### src/hdl/dbd_pkg.sv
`timescale 1ns / 1ps
`default_nettype none
package dbd_pkg;

  localparam int unsigned COORD_W    = 12;
  localparam int unsigned PIX_W      = 14;
  localparam int unsigned DIM_W      = 17;
  localparam int unsigned CFG_DIM_W  = 15;
  localparam int unsigned FIFO_DEPTH = 2;
  localparam int unsigned FIFO_PTR_W = 1;
  localparam int unsigned FIFO_CNT_W = 2;

  typedef enum logic [1:0] {
    REG_FORMAT = 2'd0,
    REG_WIDTH  = 2'd1,
    REG_HEIGHT = 2'd2
  } reg_idx_e;

  typedef struct packed {
    logic [COORD_W-1:0] bcol;
    logic [COORD_W-1:0] brow;
    logic [15:0]        mask;
    logic [31:0]        cidx;
    logic [47:0]        aidx;
    logic               dxt5;
    logic [3:0][7:0]    red;
    logic [3:0][7:0]    green;
    logic [3:0][7:0]    blue;
    logic [3:0][7:0]    apal;
    logic [7:0][7:0]    av;
  } blk_desc_t;

  // x * 255 / 31, truncated
  function automatic logic [7:0] expand5(input logic [4:0] v);
    logic [31:0] prod;
    prod = 32'(v) * 32'd255 * 32'd8457;
    return prod[25:18];
  endfunction

  // x * 255 / 63, truncated
  function automatic logic [7:0] expand6(input logic [5:0] v);
    logic [31:0] prod;
    prod = 32'(v) * 32'd255 * 32'd16645;
    return prod[27:20];
  endfunction

  function automatic logic [7:0] div3(input logic [9:0] x);
    logic [31:0] prod;
    prod = 32'(x) * 32'd683;
    return prod[18:11];
  endfunction

  function automatic logic [7:0] div5(input logic [10:0] x);
    logic [31:0] prod;
    prod = 32'(x) * 32'd3277;
    return prod[21:14];
  endfunction

  function automatic logic [7:0] div7(input logic [10:0] x);
    logic [31:0] prod;
    prod = 32'(x) * 32'd2341;
    return prod[21:14];
  endfunction

endpackage
`default_nettype wire

### src/hdl/dbd_front.sv
`timescale 1ns / 1ps
`default_nettype none
module dbd_front (
  input  wire logic                          clk_i,
  input  wire logic                          rst_ni,
  input  wire logic                          in_valid_i,
  output logic                               in_ready_o,
  input  wire logic [dbd_pkg::COORD_W-1:0]   block_col_i,
  input  wire logic [dbd_pkg::COORD_W-1:0]   block_row_i,
  input  wire logic [63:0]                   color_half_i,
  input  wire logic [63:0]                   alpha_half_i,
  input  wire logic                          dxt5_i,
  input  wire logic [dbd_pkg::DIM_W-1:0]     width_lim_i,
  input  wire logic [dbd_pkg::DIM_W-1:0]     height_lim_i,
  output logic                               desc_valid_o,
  input  wire logic                          desc_ready_i,
  output dbd_pkg::blk_desc_t                 desc_o
);
  import dbd_pkg::*;

  typedef struct packed {
    logic [COORD_W-1:0] bcol;
    logic [COORD_W-1:0] brow;
    logic [15:0]        mask;
    logic [31:0]        cidx;
    logic [47:0]        aidx;
    logic               dxt5;
    logic               four;
    logic [2:0][7:0]    e0;
    logic [2:0][7:0]    e1;
    logic [7:0]         a0;
    logic [7:0]         a1;
  } s1_t;

  logic s1_valid_q, s1_valid_d;
  s1_t  s1_q, s1_d;
  logic s1_done;
  logic [3:0] colv, rowv;
  logic [PIX_W-1:0] xc, yc;

  // stage 1: endpoint expansion and clip mask
  always_comb begin
    s1_d.bcol = block_col_i;
    s1_d.brow = block_row_i;
    s1_d.cidx = color_half_i[63:32];
    s1_d.aidx = alpha_half_i[63:16];
    s1_d.dxt5 = dxt5_i;
    s1_d.four = dxt5_i || (color_half_i[15:0] > color_half_i[31:16]);
    s1_d.e0[0] = expand5(color_half_i[15:11]);
    s1_d.e0[1] = expand6(color_half_i[10:5]);
    s1_d.e0[2] = expand5(color_half_i[4:0]);
    s1_d.e1[0] = expand5(color_half_i[31:27]);
    s1_d.e1[1] = expand6(color_half_i[26:21]);
    s1_d.e1[2] = expand5(color_half_i[20:16]);
    s1_d.a0 = alpha_half_i[7:0];
    s1_d.a1 = alpha_half_i[15:8];
    for (int i = 0; i < 4; i++) begin
      xc = {block_col_i, 2'(i)};
      yc = {block_row_i, 2'(i)};
      colv[i] = DIM_W'(xc) < width_lim_i;
      rowv[i] = DIM_W'(yc) < height_lim_i;
    end
    for (int p = 0; p < 16; p++) begin
      s1_d.mask[p] = colv[p % 4] && rowv[p / 4];
    end
  end

  // fully clipped blocks are dropped here
  assign s1_done      = s1_valid_q && ((s1_q.mask == 16'd0) || desc_ready_i);
  assign in_ready_o   = !s1_valid_q || s1_done;
  assign desc_valid_o = s1_valid_q && (s1_q.mask != 16'd0);
  assign s1_valid_d   = in_ready_o ? in_valid_i : s1_valid_q;

  always_ff @(posedge clk_i or negedge rst_ni) begin
    if (!rst_ni) begin
      s1_valid_q <= 1'b0;
    end else begin
      s1_valid_q <= s1_valid_d;
    end
  end

  always_ff @(posedge clk_i) begin
    if (in_ready_o && in_valid_i) begin
      s1_q <= s1_d;
    end
  end

  // stage 2: palettes
  always_comb begin
    desc_o.bcol = s1_q.bcol;
    desc_o.brow = s1_q.brow;
    desc_o.mask = s1_q.mask;
    desc_o.cidx = s1_q.cidx;
    desc_o.aidx = s1_q.aidx;
    desc_o.dxt5 = s1_q.dxt5;
    desc_o.red[0]   = s1_q.e0[0];
    desc_o.green[0] = s1_q.e0[1];
    desc_o.blue[0]  = s1_q.e0[2];
    desc_o.red[1]   = s1_q.e1[0];
    desc_o.green[1] = s1_q.e1[1];
    desc_o.blue[1]  = s1_q.e1[2];
    desc_o.apal = {4{8'd255}};
    if (s1_q.four) begin
      desc_o.red[2]   = div3({1'b0, s1_q.e0[0], 1'b0} + 10'(s1_q.e1[0]));
      desc_o.green[2] = div3({1'b0, s1_q.e0[1], 1'b0} + 10'(s1_q.e1[1]));
      desc_o.blue[2]  = div3({1'b0, s1_q.e0[2], 1'b0} + 10'(s1_q.e1[2]));
      desc_o.red[3]   = div3(10'(s1_q.e0[0]) + {1'b0, s1_q.e1[0], 1'b0});
      desc_o.green[3] = div3(10'(s1_q.e0[1]) + {1'b0, s1_q.e1[1], 1'b0});
      desc_o.blue[3]  = div3(10'(s1_q.e0[2]) + {1'b0, s1_q.e1[2], 1'b0});
    end else begin
      desc_o.red[2]   = 8'((9'(s1_q.e0[0]) + 9'(s1_q.e1[0])) >> 1);
      desc_o.green[2] = 8'((9'(s1_q.e0[1]) + 9'(s1_q.e1[1])) >> 1);
      desc_o.blue[2]  = 8'((9'(s1_q.e0[2]) + 9'(s1_q.e1[2])) >> 1);
      desc_o.red[3]   = 8'd0;
      desc_o.green[3] = 8'd0;
      desc_o.blue[3]  = 8'd0;
      desc_o.apal[3]  = 8'd0;
    end
    desc_o.av[0] = s1_q.a0;
    desc_o.av[1] = s1_q.a1;
    if (s1_q.a0 > s1_q.a1) begin
      for (int k = 1; k <= 6; k++) begin
        desc_o.av[k+1] = div7(11'((7 - k) * int'(s1_q.a0) + k * int'(s1_q.a1)));
      end
    end else begin
      for (int k = 1; k <= 4; k++) begin
        desc_o.av[k+1] = div5(11'((5 - k) * int'(s1_q.a0) + k * int'(s1_q.a1)));
      end
      desc_o.av[6] = 8'd0;
      desc_o.av[7] = 8'd255;
    end
  end

endmodule
`default_nettype wire

### src/hdl/dbd_fifo.sv
`timescale 1ns / 1ps
`default_nettype none
module dbd_fifo (
  input  wire logic         clk_i,
  input  wire logic         rst_ni,
  input  wire logic         push_i,
  output logic              ready_o,
  input  wire dbd_pkg::blk_desc_t wdata_i,
  output logic              valid_o,
  input  wire logic         pop_i,
  output dbd_pkg::blk_desc_t rdata_o
);
  import dbd_pkg::*;

  blk_desc_t mem_q [FIFO_DEPTH];
  logic [FIFO_PTR_W-1:0] wr_ptr_q, wr_ptr_d, rd_ptr_q, rd_ptr_d;
  logic [FIFO_CNT_W-1:0] cnt_q, cnt_d;
  logic do_push, do_pop;

  assign ready_o = cnt_q != FIFO_CNT_W'(FIFO_DEPTH);
  assign valid_o = cnt_q != '0;
  assign do_push = push_i && ready_o;
  assign do_pop  = pop_i && valid_o;
  assign rdata_o = mem_q[rd_ptr_q];

  always_comb begin
    wr_ptr_d = wr_ptr_q;
    rd_ptr_d = rd_ptr_q;
    cnt_d    = cnt_q;
    if (do_push) begin
      wr_ptr_d = (wr_ptr_q == FIFO_PTR_W'(FIFO_DEPTH - 1)) ? '0 : wr_ptr_q + 1'b1;
    end
    if (do_pop) begin
      rd_ptr_d = (rd_ptr_q == FIFO_PTR_W'(FIFO_DEPTH - 1)) ? '0 : rd_ptr_q + 1'b1;
    end
    if (do_push && !do_pop) begin
      cnt_d = cnt_q + 1'b1;
    end else if (do_pop && !do_push) begin
      cnt_d = cnt_q - 1'b1;
    end
  end

  always_ff @(posedge clk_i or negedge rst_ni) begin
    if (!rst_ni) begin
      wr_ptr_q <= '0;
      rd_ptr_q <= '0;
      cnt_q    <= '0;
    end else begin
      wr_ptr_q <= wr_ptr_d;
      rd_ptr_q <= rd_ptr_d;
      cnt_q    <= cnt_d;
    end
  end

  always_ff @(posedge clk_i) begin
    if (do_push) begin
      mem_q[wr_ptr_q] <= wdata_i;
    end
  end

endmodule
`default_nettype wire

### src/hdl/dbd_back.sv
`timescale 1ns / 1ps
`default_nettype none
module dbd_back (
  input  wire logic          clk_i,
  input  wire logic          rst_ni,
  input  wire logic          head_valid_i,
  input  wire dbd_pkg::blk_desc_t head_i,
  output logic               pop_o,
  output logic               out_valid_o,
  input  wire logic          out_ready_i,
  output logic [63:0]        out_data_o,
  output logic               out_last_o
);
  import dbd_pkg::*;

  logic [15:0] done_q, done_d, remain, sel_bit;
  logic [3:0]  sel;
  logic        is_last, advance;
  logic [1:0]  ci;
  logic [2:0]  ai;
  logic [7:0]  alpha;
  logic        out_valid_q, out_valid_d;
  logic [63:0] out_data_q;
  logic        out_last_q;

  assign remain = head_i.mask & ~done_q;

  // lowest pending pixel
  always_comb begin
    sel = '0;
    for (int p = 15; p >= 0; p--) begin
      if (remain[p]) begin
        sel = 4'(p);
      end
    end
  end

  assign sel_bit = 16'd1 << sel;
  assign is_last = (remain & ~sel_bit) == 16'd0;
  assign advance = head_valid_i && (!out_valid_q || out_ready_i);
  assign pop_o   = advance && is_last;
  assign ci      = head_i.cidx[{sel, 1'b0} +: 2];
  assign ai      = head_i.aidx[6'(sel) * 6'd3 +: 3];
  assign alpha   = head_i.dxt5 ? head_i.av[ai] : head_i.apal[ci];

  always_comb begin
    done_d = done_q;
    if (advance) begin
      done_d = is_last ? 16'd0 : (done_q | sel_bit);
    end
    out_valid_d = out_valid_q;
    if (advance) begin
      out_valid_d = 1'b1;
    end else if (out_ready_i) begin
      out_valid_d = 1'b0;
    end
  end

  always_ff @(posedge clk_i or negedge rst_ni) begin
    if (!rst_ni) begin
      done_q      <= '0;
      out_valid_q <= 1'b0;
    end else begin
      done_q      <= done_d;
      out_valid_q <= out_valid_d;
    end
  end

  always_ff @(posedge clk_i) begin
    if (advance) begin
      out_data_q <= {4'd0, alpha, head_i.blue[ci], head_i.green[ci], head_i.red[ci],
                     head_i.brow, sel[3:2], head_i.bcol, sel[1:0]};
      out_last_q <= is_last;
    end
  end

  assign out_valid_o = out_valid_q;
  assign out_data_o  = out_data_q;
  assign out_last_o  = out_last_q;

endmodule
`default_nettype wire

### src/hdl/dxt1_dxt5_block_decoder_top.sv
// channel    dir  handshake                  content
// s_axis     in   tvalid / tready            one compressed 4x4 block
// m_axis     out  tvalid / tready / tlast    one decoded pixel, tlast on block end
// apb        in   psel / penable / pready    format, width, height registers
// a block yields one pixel per cycle on m_axis while m_axis_tready is high,
// from the single pixel output register of the back end
// a first pixel passes the front-end register, the block queue and the output register;
// a two-entry block queue lets s_axis keep accepting while m_axis stalls, until the queue fills
// fully clipped blocks give no transfer and are dropped in the front end
// reset selects DXT1 and a 256 x 256 image; no memory clearing pass
`timescale 1ns / 1ps
`default_nettype none
module dxt1_dxt5_block_decoder_top #(
  parameter int MAX_WIDTH  = 16384,
  parameter int MAX_HEIGHT = 16384
) (
  input  wire logic         clk_i,
  input  wire logic         rst_ni,
  input  wire logic         s_axis_tvalid,
  output logic              s_axis_tready,
  // block_col[11:0], block_row[23:12], color_half[87:24], alpha_half[151:88]
  input  wire logic [151:0] s_axis_tdata,
  output logic              m_axis_tvalid,
  input  wire logic         m_axis_tready,
  // pixel_x[13:0], pixel_y[27:14], red[35:28], green[43:36], blue[51:44],
  // alpha[59:52], zero[63:60]
  output logic [63:0]       m_axis_tdata,
  output logic              m_axis_tlast,
  input  wire logic         psel,
  input  wire logic         penable,
  input  wire logic         pwrite,
  input  wire logic [3:0]   paddr,
  input  wire logic [31:0]  pwdata,
  output logic [31:0]       prdata,
  output logic              pready
);
  import dbd_pkg::*;

  logic                 format_q;
  logic [CFG_DIM_W-1:0] width_q, height_q;
  logic [DIM_W-1:0]     width_lim, height_lim;
  logic                 cfg_wr;
  reg_idx_e             reg_idx;

  logic      desc_valid, fifo_ready, head_valid, pop;
  blk_desc_t desc, head;

  assign pready  = 1'b1;
  assign cfg_wr  = psel && penable && pwrite && pready;
  assign reg_idx = reg_idx_e'(paddr[3:2]);

  always_ff @(posedge clk_i or negedge rst_ni) begin
    if (!rst_ni) begin
      format_q <= 1'b0;
      width_q  <= CFG_DIM_W'(256);
      height_q <= CFG_DIM_W'(256);
    end else if (cfg_wr) begin
      unique case (reg_idx)
        REG_FORMAT: format_q <= pwdata[0];
        REG_WIDTH:  width_q  <= pwdata[CFG_DIM_W-1:0];
        REG_HEIGHT: height_q <= pwdata[CFG_DIM_W-1:0];
        default: ;
      endcase
    end
  end

  always_comb begin
    unique case (reg_idx)
      REG_FORMAT: prdata = {31'd0, format_q};
      REG_WIDTH:  prdata = 32'(width_q);
      REG_HEIGHT: prdata = 32'(height_q);
      default:    prdata = 32'd0;
    endcase
  end

  assign width_lim  = (32'(width_q) > MAX_WIDTH) ? DIM_W'(MAX_WIDTH) : DIM_W'(width_q);
  assign height_lim = (32'(height_q) > MAX_HEIGHT) ? DIM_W'(MAX_HEIGHT) : DIM_W'(height_q);

  dbd_front u_front (
    .clk_i        (clk_i),
    .rst_ni       (rst_ni),
    .in_valid_i   (s_axis_tvalid),
    .in_ready_o   (s_axis_tready),
    .block_col_i  (s_axis_tdata[11:0]),
    .block_row_i  (s_axis_tdata[23:12]),
    .color_half_i (s_axis_tdata[87:24]),
    .alpha_half_i (s_axis_tdata[151:88]),
    .dxt5_i       (format_q),
    .width_lim_i  (width_lim),
    .height_lim_i (height_lim),
    .desc_valid_o (desc_valid),
    .desc_ready_i (fifo_ready),
    .desc_o       (desc)
  );

  dbd_fifo u_fifo (
    .clk_i   (clk_i),
    .rst_ni  (rst_ni),
    .push_i  (desc_valid),
    .ready_o (fifo_ready),
    .wdata_i (desc),
    .valid_o (head_valid),
    .pop_i   (pop),
    .rdata_o (head)
  );

  dbd_back u_back (
    .clk_i        (clk_i),
    .rst_ni       (rst_ni),
    .head_valid_i (head_valid),
    .head_i       (head),
    .pop_o        (pop),
    .out_valid_o  (m_axis_tvalid),
    .out_ready_i  (m_axis_tready),
    .out_data_o   (m_axis_tdata),
    .out_last_o   (m_axis_tlast)
  );

endmodule
`default_nettype wire

### config.mk
export PLATFORM = sky130hd
export DESIGN_NAME = dxt1_dxt5_block_decoder_top
export DESIGN_NICKNAME = d
export VERILOG_FILES = /design/src/hdl/dbd_pkg.sv /design/src/hdl/dbd_front.sv /design/src/hdl/dbd_fifo.sv /design/src/hdl/dbd_back.sv /design/src/hdl/dxt1_dxt5_block_decoder_top.sv
export SDC_FILE = /design/constraint.sdc
export NUM_CORES = 2
export LEC_CHECK = 0
export BUFFER_PORTS_ARGS = -buffer_cell sky130_fd_sc_hd__buf_4
export CAP_MARGIN = 15
export CORE_MARGIN = 2
export CORE_UTILIZATION = 40
export CTS_BUF_LIST = sky130_fd_sc_hd__clkbuf_16
export DETAILED_ROUTE_END_ITERATION = 8
export GPL_TIMING_DRIVEN = 0
export PLACE_DENSITY = 0.58
export SLEW_MARGIN = 20
export SYNTH_ARGS = -nofsm -noshare
export SYNTH_HDL_FRONTEND = slang
export SYNTH_SLANG_ARGS = --single-unit
### constraint.sdc
create_clock -name clk_i -period 23.4 [get_ports clk_i]
set_input_delay 4.68 -clock clk_i [delete_from_list [all_inputs] [get_ports clk_i]]
set_output_delay 4.68 -clock clk_i [all_outputs]
set_load 0.01 [all_outputs]
Word-level counts from Yosys, hierarchy flattened
Memory sizes are Yosys's and may differ from the RTL's.
Index checks and enable logic that the tools add are counted.
{"block": "totals", "reg_bits": 300, "memories": 1, "elab_cells": 199, "ramBits": 578, "inputBits": 195}
{"block": "op_classes", "n_eq_ne": 3, "n_mul": 35, "magnitude_cmp": 14, "bitwise_logic": 5, "n_addsub": 23, "reduce_logical": 45, "muxes": 44, "shift": 3}
{"name": "u_fifo.mem_q", "depth": 2, "word_bits": 289, "read_ports": 1, "rd_clocked_by_memory_dff": 0, "write_ports": 1, "line": "dbd_fifo.sv:15", "text": "blk_desc_t mem_q [FIFO_DEPTH];"}
{"op": "$mul A11 B12 Y22 const B", "n": 10}
{"op": "$lt A14 B15 Y1", "n": 8}
{"op": "$mul A10 B10 Y19 const B", "n": 6}
{"op": "$mul A13 B14 Y26 const B", "n": 4}
{"op": "$bmux W8 S2", "n": 4}
{"op": "$mux W16", "n": 4}
{"op": "$mux W4", "n": 16}
{"op": "$mul A14 B15 Y28 const B", "n": 2}
{"op": "$mux W8", "n": 7}
{"op": "$mul A5 B8 Y13 const B", "n": 4}
{"op": "$mux W48", "n": 1}
{"op": "$shiftx A48 B7 Y3", "n": 1}
{"op": "$pmux W15 S3", "n": 1}
{"op": "$mul A2 B8 Y10 const A", "n": 4}
{"op": "$and A16 B16 Y16", "n": 2}
{"op": "$logic_not A16 Y1", "n": 2}
{"op": "$not A16 Y16", "n": 2}
{"op": "$shiftx A32 B6 Y2", "n": 1}
{"op": "$add A8 B9 Y10", "n": 3}
{"op": "$add A9 B8 Y10", "n": 3}
{"op": "$gt A15 B15 Y1 const B", "n": 2}
{"op": "$mux W15", "n": 2}
{"op": "$mul A6 B8 Y14 const B", "n": 2}
{"op": "$add A8 B8 Y9", "n": 3}
{"op": "other kinds (31)", "n": 78}

Longest topological paths before layout
{"block": "logic_depth", "ltp_word": 27, "mapped_depth": 35}

Cells and area by module
A second synthesis with hierarchy kept.
{"block": "hier_totals", "cells_unflattened": 6991, "area_unflattened_um2": 84529.8}
{"mod": "dbd_front", "instances": 1, "area_per_inst_um2": 53007.1, "cells_per_inst": 5325}
{"mod": "dbd_fifo", "instances": 1, "area_per_inst_um2": 23855.4, "cells_per_inst": 992}
{"mod": "dbd_back", "instances": 1, "area_per_inst_um2": 5921.9, "cells_per_inst": 533}
{"mod": "dxt1_dxt5_block_decoder_top", "instances": 1, "area_per_inst_um2": 1745.4, "cells_per_inst": 141}

Worst setup path before layout
Ideal clock, no wire load.
{"block": "synth_path", "path_type": "register to register", "start": "register u_front.s1_q (netlist bit u_front.desc_o[285])", "end": "memory u_fifo.mem_q[0][0] in the netlist's numbering, enable pin", "slack_ns": 9.966, "t_required_ns": 22.468, "n_path_buf": 0, "t_arrival_ns": 12.502, "stages_incl_launch_ff": 5, "synth_period_minus_slack_ns": 13.434, "cell_sequence": "edfxtp_1 nor4_1 a41oi_1 o21ai_0 nor2_1"}
{"block": "synth_via", "elab_chain_len": 5}
{"item": "from (decl)", "line": "dbd_front.sv:36", "text": "s1_t s1_q, s1_d;"}
{"item": "from (signal assigned)", "line": "dbd_front.sv:84", "text": "s1_q <= s1_d;"}
{"item": "$reduce_bool A16 Y1", "line": "dbd_front.sv:71", "text": "assign desc_valid_o = s1_valid_q && (s1_q.mask != 16'd0);"}
{"item": "$logic_and A1 B1 Y1", "line": "dbd_front.sv:71"}
{"item": "$logic_and A1 B1 Y1", "line": "dbd_fifo.sv:22", "text": "assign do_push = push_i && ready_o;"}
{"item": "$mux W1", "line": "dbd_fifo.sv:56", "text": "if (do_push) begin"}
{"item": "$mux W1 (not written as such)", "line": "dbd_fifo.sv:57", "text": "mem_q[wr_ptr_q] <= wdata_i;"}
{"item": "to (decl)", "line": "dbd_fifo.sv:15"}
No other way between the ends.

==> results.toml <==
[run_status]
status = "completed"

[yosys]
avg_inst_size_synth_um2 = 11.9
synth_largest_type_area_fraction_pct = 31.0
synth.yosys.warnings = 0
mappedNetlistArea_um2 = 78700
post_synth_main_area_contributors = "sky130_fd_sc_hd__edfxtp_1 31%, sky130_fd_sc_hd__ha_1 27%, sky130_fd_sc_hd__fa_1 13%, sky130_fd_sc_hd__inv_1 4.5%, sky130_fd_sc_hd__xnor2_1 2.9%"
netlist_instances = 6616
synth_flop_cell = "sky130_fd_sc_hd__edfxtp_1"
synthDominantAreaCellType = "sky130_fd_sc_hd__edfxtp_1"
synth_async_sr_flop_share_pct = 6.13
yosys.cell_types.count = 103
synth-edff-count = 811
yosys_register_bits = 864
synth-seq-area-share_pct = 32.7

[cells_and_area]
seq_area_um2 = 25700
fraction_of_layout_cells_with_a_size_suffix_above_1_pct = 10.1
flow.area_growth_from_synthesis_pct = 11.8
area_of_the_multi_input_gates_um2 = 48800
layout.cells.most_common_list = "1693 x sky130_fd_sc_hd__ha_1, 965 x sky130_fd_sc_hd__inv_1, 811 x sky130_fd_sc_hd__edfxtp_1, 492 x sky130_fd_sc_hd__fa_1, 302 x sky130_fd_sc_hd__a21oi_1"
fillerInstances = 17900
final_nets = 9399
layout.cells.most_common = "sky130_fd_sc_hd__ha_1"

[drt]
drt_wl_total_um = 184000
detail_route.drc_violations = 0
initialDrtViolationCount = 2608
route.antenna.remaining_nets = 0
drtPass1Iterations = 5
vias_per_cell = 5.13
detailroute.via_count = 49900
routedWlPerCell_um = 18.9

[sta]
finalWorstPathRequiredPeriod_ns = 12.08
timing.final.max_slew_violations = 0
fmax_mhz = 82.8
timing.final.crit_share_pct = 51.6
finalSetupViolations = 0
finalHoldViolations = 0
clock_skew_ns = 0.0555
rsz0062_at_grt = "no"
setup_total_negative_slack_ns = 0
tightest_slew_ns = 1.16
timing.slew.headroom_pct = 20.4

[setup_path]
cp-start-kind = "primary input"
critPathSlowestCell = "sky130_fd_sc_hd__fa_1"
critical_path_fanouts_max = 8
timing_worst_setup_path_type = "in -> reg"
endpoint_arrival_time_on_the_critical_path_ns = 12.54
critPathMostFrequentCell = "sky130_fd_sc_hd__ha_1"
cp.required_ns = 23.86
maximum_single_stage_delay_on_the_critical_path_ns = 0.54
crit_path_end_kind = "flop"

[place]
portBuffers = 253
dp.final_hpwl_um = 149000
routabilityCongestion = 0.858

[clocking]
clockRootBuffer = "sky130_fd_sc_hd__clkbuf_16"
cts.repair.resized = 0
ctsHtreeMaxLevel = 3
cts_buffers = 96
cts_hold_repair.buffers = 0
cts_tree = "built"
clkTransAtPathRegs_ns = 0.06
cts_num_sinks = 864
cts_max_path_buffers = 3
worstSkewPairLatency_ns = 0.73
cts_setup_buffers = 0

[floorplan]
floorplan.die_area_um2 = 200000
fp.dieW_um = 447
io-pin-count = 295
num_rows = 162
die_boundary_height_um = 447
core_area_um2 = 195000
initial_core_utilization_pct = 40.3

[grt]
grt_first_pass_wirelength_um = 291000
number_of_global_route_vias_before_repair = 52100
overflow = 0
grt_max_degree = 54
grt_antenna_before_repair = 8
gr-usage-all-layers_pct = 18.6

[min_path]
worstHoldPathType = "reg -> reg"

[flow_run]
max_cap_viol_count = 0
-- Yosys cell counts, types with 34 or more instances --
| master | n |
|---|---|
| sky130_fd_sc_hd__a21o_1 | 124 |
| sky130_fd_sc_hd__a21oi_1 | 302 |
| sky130_fd_sc_hd__and2_1 | 38 |
| sky130_fd_sc_hd__buf_4 | 34 |
| sky130_fd_sc_hd__clkbuf_1 | 41 |
| sky130_fd_sc_hd__dfrtp_1 | 51 |
| sky130_fd_sc_hd__edfxtp_1 | 811 |
| sky130_fd_sc_hd__fa_1 | 492 |
| sky130_fd_sc_hd__ha_1 | 1693 |
| sky130_fd_sc_hd__inv_1 | 953 |
| sky130_fd_sc_hd__mux2_2 | 115 |
| sky130_fd_sc_hd__mux2i_1 | 211 |
| sky130_fd_sc_hd__nand2_1 | 146 |
| sky130_fd_sc_hd__nand2b_1 | 51 |
| sky130_fd_sc_hd__nand3_1 | 57 |
| sky130_fd_sc_hd__nor2_1 | 212 |
| sky130_fd_sc_hd__nor2b_1 | 40 |
| sky130_fd_sc_hd__nor3_1 | 92 |
| sky130_fd_sc_hd__o211ai_1 | 40 |
| sky130_fd_sc_hd__o21a_1 | 44 |
| sky130_fd_sc_hd__o21ai_0 | 180 |
| sky130_fd_sc_hd__o21bai_1 | 103 |
| sky130_fd_sc_hd__xnor2_1 | 258 |
| sky130_fd_sc_hd__xor2_1 | 102 |
-- layout make-up --
| class | count | share of cell area, % |
|---|---|---|
| tap | 2624 | 3.73 |
| inverter | 960 | 4.10 |
| buffer | 109 | 0.779 |
| clock buffer | 98 | 2.79 |
| clock inverter | 83 | 0.932 |
| sequential | 864 | 29.2 |
| timing repair buffer | 285 | 3.03 |
| antenna | 2 | 0.00569 |
| multi-input combinational | 4703 | 55.4 |
-- through the flow --
step                hold slack [ns]  instance area, um2  util [%]  instances  setup slack [ns]
floorplan                     0.421               78700         -       6636              9.97
global placement              0.423               83900      43.0       9513              1.36
finish                        0.433               88000      45.1       9728             11.32
CTS                           0.438               88000      45.1       9726             11.38
detailed placement            0.431               84700      43.4       9545             10.63
global route                  0.448               88000      45.1       9726             10.78
-- routing by layer --
layer,share of wire [%],routed length [um],vias to the layer above,global-route usage [%]
met4,1.8,3360,14,3.88
met5,0.045,83,-,0
met2,47,86600,856,31.2
met1,47,85900,24500,25.5
li1,-,-,24300,-
met3,4.5,8240,195,2.33
-- cell families (layout without fill, tap and decap cells) --
logic type	count (synthesis)	after routing	share of synthesized area [%]
other	2	24	0.00955
DFF	864	864	32.7
muxes	355	355	5.08
buffers and inverters	1069	1535	5.45
adders and majority gates	2185	2185	39.5
xor gates and xnor gates	361	361	4.04
and+or+nand+nor	760	760	4.75
AOI/OAI and AO/OA	1020	1020	8.57
-- critical path, delay by kind of cell --
kind | cells | cell delay [ns]
fa+ha+maj | 11 | 4.09
simple gates | 3 | 0.61
buf+inv | 5 | 0.46
xor+xnor | 1 | 0.23
compound gates | 12 | 2.44
-- state kept, by name, indices dropped and copies added (netlist names) --
register,count
format_q,1
height_q,15
u_back.done_q,16
u_back.out_data_o,60
u_back.out_last_o,1
u_back.out_valid_o,1
u_fifo.cnt_q,2
u_fifo.mem_q,564
u_fifo.rd_ptr_q,1
u_fifo.wr_ptr_q,1
u_front.desc_o,185
u_front.s1_q,1
u_front.s1_valid_q,1
width_q,15
-- path summary, 6_finish.rpt --
path / slack (ns) / depth (start not counted) / startpoint / endpoint
setup reg to reg: 14.23 / 29 / u_front.desc_o[9] / u_fifo.mem_q[0][39]
min in group asynchronous: 4.02 / 1 / rst_ni / u_fifo.cnt_q[1]
hold reg to reg: 0.43 / 0 / u_front.desc_o[303] / u_fifo.mem_q[0][279]
hold / removal: 0.43 / 0 / u_front.desc_o[303] / u_fifo.mem_q[0][279]
max in group asynchronous: 18.85 / 1 / rst_ni / width_q[14]
setup / recovery: 11.32 / 32 / s_axis_tdata[45] / u_front.desc_o[143]
Power is left out: the tool's default activity adds up to more than one toggle a clock period on the data nets, which glitch-free logic cannot reach.
